===== config.mk =====
export PLATFORM = sky130hd
export DESIGN_NAME = pss_core
export DESIGN_NICKNAME = d
export VERILOG_FILES = /design/src/rtl/pss_pkg.sv /design/src/rtl/pss_core.sv
export SDC_FILE = /design/constraint.sdc
export NUM_CORES = 1
export LEC_CHECK = 0
export ABC_AREA = 1
export BUFFER_PORTS_ARGS = -buffer_cell sky130_fd_sc_hd__clkbuf_2
export CORE_MARGIN = 2
export CORE_UTILIZATION = 51
export DETAILED_ROUTE_END_ITERATION = 10
export GPL_TIMING_DRIVEN = 0
export PLACE_DENSITY = 0.87
export SYNTH_ARGS = -nofsm -noshare
export SYNTH_HDL_FRONTEND = slang
export SYNTH_SLANG_ARGS = --single-unit

===== constraint.sdc =====
create_clock -name clk -period 5.68 [get_ports clk]
set_input_delay 0.568 -clock clk [delete_from_list [all_inputs] [get_ports clk]]
set_output_delay 0.568 -clock clk [all_outputs]
set_load 0.1 [all_outputs]

===== src/rtl/pss_pkg.sv =====
// ============================================================================
// pss_pkg: shared types and constants of the pattern step sequencer
// Command and result beat layouts, the step word, configuration fields and
// the fixed timing constants of the transport and gate logic.
// ============================================================================
package pss_pkg;

    // Default geometry of the step store.
    localparam int PATTERNS_DEF = 4;
    localparam int STEPS_DEF    = 32;

    // Step period clamp and gate arithmetic.
    localparam int PERIOD_MIN   = 20;
    localparam int PERIOD_MAX   = 2000;
    localparam int GATE_DIV     = 100;
    localparam int GATE_MIN     = 10;
    localparam int GATE_PCT_MAX = 95;
    localparam int GATE_PCT_DEF = 75;
    localparam int GATE_PROD_W  = 18;

    // Configuration port.
    localparam int CFG_IDX_W  = 3;
    localparam int CFG_DATA_W = 11;

    localparam logic [CFG_IDX_W-1:0] CFG_GWAVE_EN = 3'd0;
    localparam logic [CFG_IDX_W-1:0] CFG_GWAVE    = 3'd1;
    localparam logic [CFG_IDX_W-1:0] CFG_GAMP_EN  = 3'd2;
    localparam logic [CFG_IDX_W-1:0] CFG_GAMP     = 3'd3;
    localparam logic [CFG_IDX_W-1:0] CFG_PERIOD   = 3'd4;

    localparam logic [9:0]  GAMP_RESET   = 10'd512;
    localparam logic [10:0] PERIOD_RESET = 11'd250;

    // Transport codes as reported in the result beat.
    localparam logic [1:0] TR_STOPPED = 2'd0;
    localparam logic [1:0] TR_PLAYING = 2'd1;
    localparam logic [1:0] TR_PAUSED  = 2'd2;

    // Command kinds.
    typedef enum logic [2:0] {
        K_TICK     = 3'd0,
        K_PLAY     = 3'd1,
        K_PAUSE    = 3'd2,
        K_STOP     = 3'd3,
        K_SELECT   = 3'd4,
        K_SET_NOTE = 3'd5,
        K_SET_REST = 3'd6,
        K_TOGGLE   = 3'd7
    } kind_t;

    // One stored step, 28 bits.
    typedef struct packed {
        logic [1:0] wave;
        logic [6:0] gate;
        logic [9:0] amp;
        logic [6:0] note;
        logic       rest;
        logic       active;
    } step_t;

    // Contents of a step after reset: inactive rest, all other fields zero.
    localparam step_t STEP_RESET = '{wave: 2'd0, gate: 7'd0, amp: 10'd0,
                                     note: 7'd0, rest: 1'b1, active: 1'b0};

    // Command beat.
    typedef struct packed {
        kind_t      kind;
        logic [1:0] pattern_index;
        logic [4:0] step_index;
        logic [6:0] midi_note;
        logic [9:0] amplitude;
        logic [7:0] gate_percent;
        logic [1:0] wave;
    } req_t;

    // Result beat.
    typedef struct packed {
        logic       note_off;
        logic       note_on;
        logic [6:0] note_midi;
        logic [9:0] note_amp;
        logic [1:0] note_wave;
        logic [4:0] current_step;
        logic [1:0] transport;
        logic       queried_active;
        logic       queried_has_note;
    } rsp_t;

    // Configuration as seen by the sequencer core; period is already clamped.
    typedef struct packed {
        logic        gwave_en;
        logic [1:0]  gwave;
        logic        gamp_en;
        logic [9:0]  gamp;
        logic [10:0] period;
    } cfg_t;

endpackage


===== src/rtl/pss_core.sv =====
// ============================================================================
// pss_core: transport, gate and edit logic of the step sequencer
// Issues the store reads when a command is taken, then on commit updates the
// transport state, counters and gate, writes back edited steps and forms the
// result beat.
// ============================================================================
module pss_core #(
    parameter int  PATTERNS = pss_pkg::PATTERNS_DEF,
    parameter int  STEPS    = pss_pkg::STEPS_DEF,
    localparam int DEPTH    = PATTERNS * STEPS,
    localparam int ADDR_W   = $clog2(DEPTH),
    localparam int POS_W    = $clog2(STEPS),
    localparam int PAT_W    = (PATTERNS > 1) ? $clog2(PATTERNS) : 1
) (
    input  logic               clk,
    input  logic               rst_n,
    input  logic               start,
    input  logic               commit,
    input  pss_pkg::req_t      req,
    input  pss_pkg::cfg_t      cfg,
    output logic [ADDR_W-1:0]  rd_addr_a,
    output logic [ADDR_W-1:0]  rd_addr_b,
    input  pss_pkg::step_t     rd_data_a,
    input  pss_pkg::step_t     rd_data_b,
    output logic               wr_en,
    output logic [ADDR_W-1:0]  wr_addr,
    output pss_pkg::step_t     wr_data,
    output pss_pkg::rsp_t      result
);
    import pss_pkg::*;

    typedef enum logic [2:0] {
        ST_STOPPED = 3'b001,
        ST_PLAYING = 3'b010,
        ST_PAUSED  = 3'b100
    } trans_state_t;

    localparam logic [ADDR_W-1:0] STEPS_A  = ADDR_W'(STEPS);
    localparam logic [POS_W-1:0]  POS_LAST = POS_W'(STEPS - 1);

    trans_state_t            trans_reg, trans_next;
    logic [PAT_W-1:0]        pat_reg, pat_next;
    logic [POS_W-1:0]        pos_reg, pos_next, pos_inc;
    logic [10:0]             period_cnt_reg, period_cnt_next;
    logic [10:0]             gate_cnt_reg, gate_cnt_next;
    logic [GATE_PROD_W-1:0]  gate_prod_reg, gate_prod_next;
    logic                    gate_on_reg, gate_on_next;
    req_t                    item_reg;
    logic [ADDR_W-1:0]       addr_b_reg;
    logic [POS_W-1:0]        req_step;
    logic [PAT_W-1:0]        rd_pat;
    logic                    sidx_ok;
    logic [11:0]             gc1;
    logic [11:0]             pc1;
    logic                    gate_expire;
    logic                    edit_en;
    step_t                   edit_word;
    step_t                   query_word;
    logic                    off, on;
    logic [6:0]              on_note;
    logic [9:0]              on_amp;
    logic [1:0]              on_wave;
    logic [1:0]              trans_code;

    // Read addresses: the step after the current position and the queried step.
    // A pattern select queries the step in the pattern that it chooses.
    assign pos_inc   = (pos_reg == POS_LAST) ? '0 : pos_reg + 1'b1;
    assign req_step  = (32'(req.step_index) < STEPS) ? POS_W'(req.step_index) : POS_LAST;
    assign rd_pat    = (req.kind == K_SELECT && 32'(req.pattern_index) < PATTERNS)
                       ? PAT_W'(req.pattern_index) : pat_reg;
    assign rd_addr_a = ADDR_W'(pat_reg) * STEPS_A + ADDR_W'(pos_inc);
    assign rd_addr_b = ADDR_W'(rd_pat) * STEPS_A + ADDR_W'(req_step);

    // Hold the command and its edit address until commit.
    always_ff @(posedge clk)
    begin
        if (start)
        begin
            item_reg   <= req;
            addr_b_reg <= rd_addr_b;
        end
    end

    // Gate expiry: count >= max(prod / 100, 10) without a divider.
    assign sidx_ok     = 32'(item_reg.step_index) < STEPS;
    assign gc1         = {1'b0, gate_cnt_reg} + 12'd1;
    assign pc1         = {1'b0, period_cnt_reg} + 12'd1;
    assign gate_expire = (19'(gc1) * 19'(GATE_DIV) + 19'(GATE_DIV - 1)
                          >= 19'(gate_prod_reg)) && (gc1 >= 12'(GATE_MIN));

    // Command execution.
    always_comb
    begin
        logic gate_live;
        logic [7:0] gpct;
        trans_next      = trans_reg;
        pat_next        = pat_reg;
        pos_next        = pos_reg;
        period_cnt_next = period_cnt_reg;
        gate_cnt_next   = gate_cnt_reg;
        gate_prod_next  = gate_prod_reg;
        gate_on_next    = gate_on_reg;
        off             = 1'b0;
        on              = 1'b0;
        on_note         = '0;
        on_amp          = '0;
        on_wave         = '0;
        edit_en         = 1'b0;
        edit_word       = rd_data_b;
        gate_live       = gate_on_reg;
        gpct            = item_reg.gate_percent;

        unique case (item_reg.kind)
            K_TICK:
            begin
                if (trans_reg == ST_PLAYING)
                begin
                    if (gate_on_reg)
                    begin
                        gate_cnt_next = 11'(gc1);
                        if (gate_expire)
                        begin
                            off       = 1'b1;
                            gate_live = 1'b0;
                        end
                    end
                    if (pc1 >= {1'b0, cfg.period})
                    begin
                        period_cnt_next = '0;
                        pos_next        = pos_inc;
                        if (gate_live)
                        begin
                            off = 1'b1;
                        end
                        if (!rd_data_a.active || rd_data_a.rest)
                        begin
                            off       = 1'b1;
                            gate_live = 1'b0;
                        end
                        else
                        begin
                            on             = 1'b1;
                            on_note        = rd_data_a.note;
                            on_amp         = cfg.gamp_en ? cfg.gamp : rd_data_a.amp;
                            on_wave        = cfg.gwave_en ? cfg.gwave : rd_data_a.wave;
                            gate_prod_next = GATE_PROD_W'(cfg.period)
                                             * GATE_PROD_W'(rd_data_a.gate);
                            gate_cnt_next  = '0;
                            gate_live      = 1'b1;
                        end
                    end
                    else
                    begin
                        period_cnt_next = 11'(pc1);
                    end
                    gate_on_next = gate_live;
                end
            end
            K_PLAY:
            begin
                if (trans_reg != ST_PLAYING)
                begin
                    if (trans_reg == ST_STOPPED)
                    begin
                        pos_next = POS_LAST;
                    end
                    trans_next      = ST_PLAYING;
                    period_cnt_next = '0;
                end
            end
            K_PAUSE:
            begin
                if (trans_reg == ST_PLAYING)
                begin
                    trans_next   = ST_PAUSED;
                    off          = gate_on_reg;
                    gate_on_next = 1'b0;
                end
                else if (trans_reg == ST_PAUSED)
                begin
                    trans_next      = ST_PLAYING;
                    period_cnt_next = '0;
                end
            end
            K_STOP:
            begin
                off          = 1'b1;
                gate_on_next = 1'b0;
                pos_next     = '0;
                trans_next   = ST_STOPPED;
            end
            K_SELECT:
            begin
                if (32'(item_reg.pattern_index) < PATTERNS)
                begin
                    pat_next = PAT_W'(item_reg.pattern_index);
                end
            end
            K_SET_NOTE:
            begin
                edit_en          = sidx_ok;
                edit_word.active = 1'b1;
                edit_word.rest   = 1'b0;
                edit_word.note   = item_reg.midi_note;
                edit_word.amp    = item_reg.amplitude;
                edit_word.wave   = item_reg.wave;
                if (gpct > 8'd0 && gpct <= 8'(GATE_PCT_MAX))
                begin
                    edit_word.gate = 7'(gpct);
                end
                else
                begin
                    edit_word.gate = 7'(GATE_PCT_DEF);
                end
            end
            K_SET_REST:
            begin
                edit_en          = sidx_ok;
                edit_word.note   = '0;
                edit_word.active = 1'b1;
                edit_word.rest   = 1'b1;
            end
            K_TOGGLE:
            begin
                edit_en          = sidx_ok;
                edit_word.active = ~rd_data_b.active;
            end
            default:
            begin
            end
        endcase
    end

    // Write-back of edited steps.
    assign wr_en      = commit && edit_en;
    assign wr_addr    = addr_b_reg;
    assign wr_data    = edit_word;
    assign query_word = edit_en ? edit_word : rd_data_b;

    // Transport code for the result beat.
    always_comb
    begin
        unique case (trans_next)
            ST_STOPPED: trans_code = TR_STOPPED;
            ST_PLAYING: trans_code = TR_PLAYING;
            ST_PAUSED:  trans_code = TR_PAUSED;
            default:    trans_code = TR_STOPPED;
        endcase
    end

    // Result beat.
    always_comb
    begin
        result.note_off         = off;
        result.note_on          = on;
        result.note_midi        = on_note;
        result.note_amp         = on_amp;
        result.note_wave        = on_wave;
        result.current_step     = 5'(pos_next);
        result.transport        = trans_code;
        result.queried_active   = sidx_ok && query_word.active;
        result.queried_has_note = sidx_ok && query_word.active && !query_word.rest;
    end

    // Sequencer state, updated once per command.
    always_ff @(posedge clk or negedge rst_n)
    begin
        if (!rst_n)
        begin
            trans_reg      <= ST_STOPPED;
            pat_reg        <= '0;
            pos_reg        <= '0;
            period_cnt_reg <= '0;
            gate_cnt_reg   <= '0;
            gate_prod_reg  <= '0;
            gate_on_reg    <= 1'b0;
        end
        else if (commit)
        begin
            trans_reg      <= trans_next;
            pat_reg        <= pat_next;
            pos_reg        <= pos_next;
            period_cnt_reg <= period_cnt_next;
            gate_cnt_reg   <= gate_cnt_next;
            gate_prod_reg  <= gate_prod_next;
            gate_on_reg    <= gate_on_next;
        end
    end

endmodule


==> run_results.csv <==
group,metric,value,unit
outcome,status,"complete, but fails checks",
outcome,violations,"negative setup slack",
critical_path,critPathArrivalTime,5.91,ns
logic_synthesis,yosysTopAreaCell,"ha_1",
clock_tree,cts.clk_slew.worst_paths,0.07,ns
logic_synthesis,syn_inst,1277,
critical_path,critPathBufInv,6,
critical_path,crit_path_max_incr_delay,0.61,ns
die,io_pins,202,
logic_synthesis,ys_types,52,
global_routing,grt_max_degree,52,
sta,worst_pin_slew,0.9886,ns
drt,drtPass1Iterations,6,
clock_tree,cts_made_buffers,9,
drt,drc_errors,0,
cells_and_area,finalNetCount,1820,
logic_synthesis,synth-seq-area-share,25.50,%
logic_synthesis,ys_async_sr_fraction,56.67,%
critical_path,cp-start-kind,"flip-flop",
sta,finalMaxSlewViolations,0,
logic_synthesis,synth_top_family_by_area,"adder cells",
global_routing,antenna_found_initial,0,
placement,dpl-instance-area,10850,µm²
global_routing,grt_pass1_vias,9052,
die,core,18580,µm²
logic_synthesis,syn_area,9604,µm²
clock_tree,cts.path.max_buffers,2,
logic_synthesis,synth_top_area_share,14.98,%
cells_and_area,nFillCells,1333,
sta,period_share,114.1,%
critical_path,path_delay_family,"adder cells",
sta,finalHoldViolCount,0,
logic_synthesis,yosys.area_share.simple,22.64,%
sta,rsz0062_at_grt,"true",
critical_path,worstSetupPathType,"flip-flop to output pin",
drt,wl,29.30,mm
die,rows,50,
critical_path,worstSetupEndpointType,"output pin",
logic_synthesis,synth_mux_area_share,1.720,%
logic_synthesis,synth_fa_ha_area_share,25.40,%
logic_synthesis,ys_ff_latch,90,
die,die_w,141.2,µm
global_routing,grt_remaining_overflow,0,
cells_and_area,drive_gt1_share,27.11,%
placement,place_congestion,0.9075,
logic_synthesis,ys_warn_count,0,
clock_tree,cts_tree,"done",
sta,post-route-min-period,6.480,ns
die,initial_utilization,51.69,%
critical_path,cp_max_fo,4,
sta,setup_slack,-0.7996,ns
cells_and_area,insertedDiodeCount,0,
placement,hpwl,19.16,mm
logic_synthesis,synth_edf_count,39,
logic_synthesis,avgSynthCellArea,7.521,µm²
cells_and_area,fin_area,12260,µm²
clock_tree,h-tree-depth,3,
drt,final_antenna_net_count,0,
die,die_y,141.2,µm
placement,pre_cts_ws,-1.213,ns
sta,finalSetupViolations,1,
sta,hold_ws,0.05976,ns
cells_and_area,area_growth_syn_to_layout,27.62,%
logic_synthesis,synth_xor_area_share,3.739,%
drt,drtIter0Drc,1073,
clock_tree,holdBufCountCts,0,
drt,vias,9734,
sta,finClkSkew,0.01735,ns
global_routing,grt_pass1_wl,42.01,mm
clock_tree,clock-sinks,90,
die,die-area,19950,µm²
clock_tree,clock_latency,0.37,ns
run,cap_violations,0,
drt,wl_per_cell,16.54,µm
placement,port_buffers,190,
logic_synthesis,synth_compound_area_share,8.546,%
critical_path,crit_required,5.11,ns
logic_synthesis,synth_fp_nets,1564,
critical_path,cp_slowest_cell,"fa_1",
global_routing,grt_use_total,25.92,%
min_path,worstHoldPathType,"input port to async pin",
drt,via_per_inst,5.493,
cells_and_area,layout_common_cells,"nand2_1 (304), inv_1 (243), clkbuf_2 (188)",
cells_and_area,final_common_cell,"nand2_1",
logic_synthesis,synth_area_leaders,"ha_1 (15%), nand2_1 (13%), dfrtp_1 (13%)",
sta,max_freq,154.3,MHz
sta,slew_headroom,34.09,%
cells_and_area,largest_reg_flops,32,
clock_tree,clockRootBuffer,"clkbuf_16",
logic_synthesis,synthFlopType,"dfrtp_1",
## layout make-up
cell class / instances / area, µm² / area share [%]
tap: 234 / 292.8 / 2.389
multi-input combinational: 888 / 6613 / 53.95
inverter: 257 / 964.7 / 7.871
sequential: 90 / 2452 / 20.01
timing repair buffer: 246 / 1420 / 11.59
buffer: 41 / 235.2 / 1.919
clock buffer: 10 / 229.0 / 1.868
clock inverter: 6 / 50.05 / 0.4083
## metal layers
layer  up-vias  GRT usage (%)  wire (µm)
li1       4527              -          -
met1      4595          33.14      11510
met2       495          44.53      14680
met3       117          4.382       1920
met4         0          9.000       1185
met5         -              0          0
## Yosys cell counts, types with 2 or more instances
cell and count:
mux2i_1 12, xor2_1 30, buf_4 8, ha_1 115, a21boi_0 2, o31ai_1 3, xnor2_1 11, o2111ai_1 3
nor3b_1 4, o211ai_1 2, o22ai_1 15, inv_1 255, a21oi_1 34, nor2_1 80, dfrtp_1 50, nor2_2 4
buf_2 2, a21o_1 2, nand3_2 2, nand3_1 58, nand2_1 342, nand2_4 2, nand3b_1 4, fa_1 50
nand4_1 7, o21ai_0 56, o21ai_1 14, edfxtp_1 39, o21bai_1 3, mux2_2 4, nor3_1 10, buf_6 4
a211oi_1 4, nor3_2 2, clkbuf_1 26, a32o_1 2
## stage by stage
step | utilization, % | setup TNS (ns) | std cells
floorplan | - | 0 | 1277
global placement | 58.39 | -1.096 | 1701
detailed placement | 58.39 | -1.353 | 1701
CTS | 63.62 | -0.4994 | 1756
global route | 65.97 | -1.093 | 1772
finish | 65.97 | -0.7996 | 1772
## final timing paths
check / start / endpoint / slack, ns / depth (start not counted)
setup / recovery: gate_cnt_reg[0] / result[29] / -0.80 / 36
hold / removal: rst_n / pos_reg[4] / 0.06 / 1
setup reg to reg: gate_cnt_reg[0] / gate_on_reg / 0.12 / 36
hold reg to reg: gate_prod_reg[1] / gate_prod_reg[1] / 0.48 / 2
max in group asynchronous: rst_n / trans_reg[0] / 5.07 / 2
min in group clk: req[17] / item_reg[17] / 0.37 / 1
## kinds of logic (layout without fill, tap and decap cells)
logic type,Yosys count,in the layout
buffers and inverters,299,560
and+or+nand+nor,521,521
DFF,90,90
adders and majority gates,165,165
muxes,16,16
AOI/OAI and AO/OA,145,145
xor gates and xnor gates,41,41
## timing repair
action	4_1_cts	5_1_grt
pin swaps	62	44
gates resized for setup	92	63
endpoints found under the setup margin	2	2
buffers inserted	40	15
Power is not shown: default switching activity piles up to over one toggle a cycle in this logic, so the estimate is an artifact.
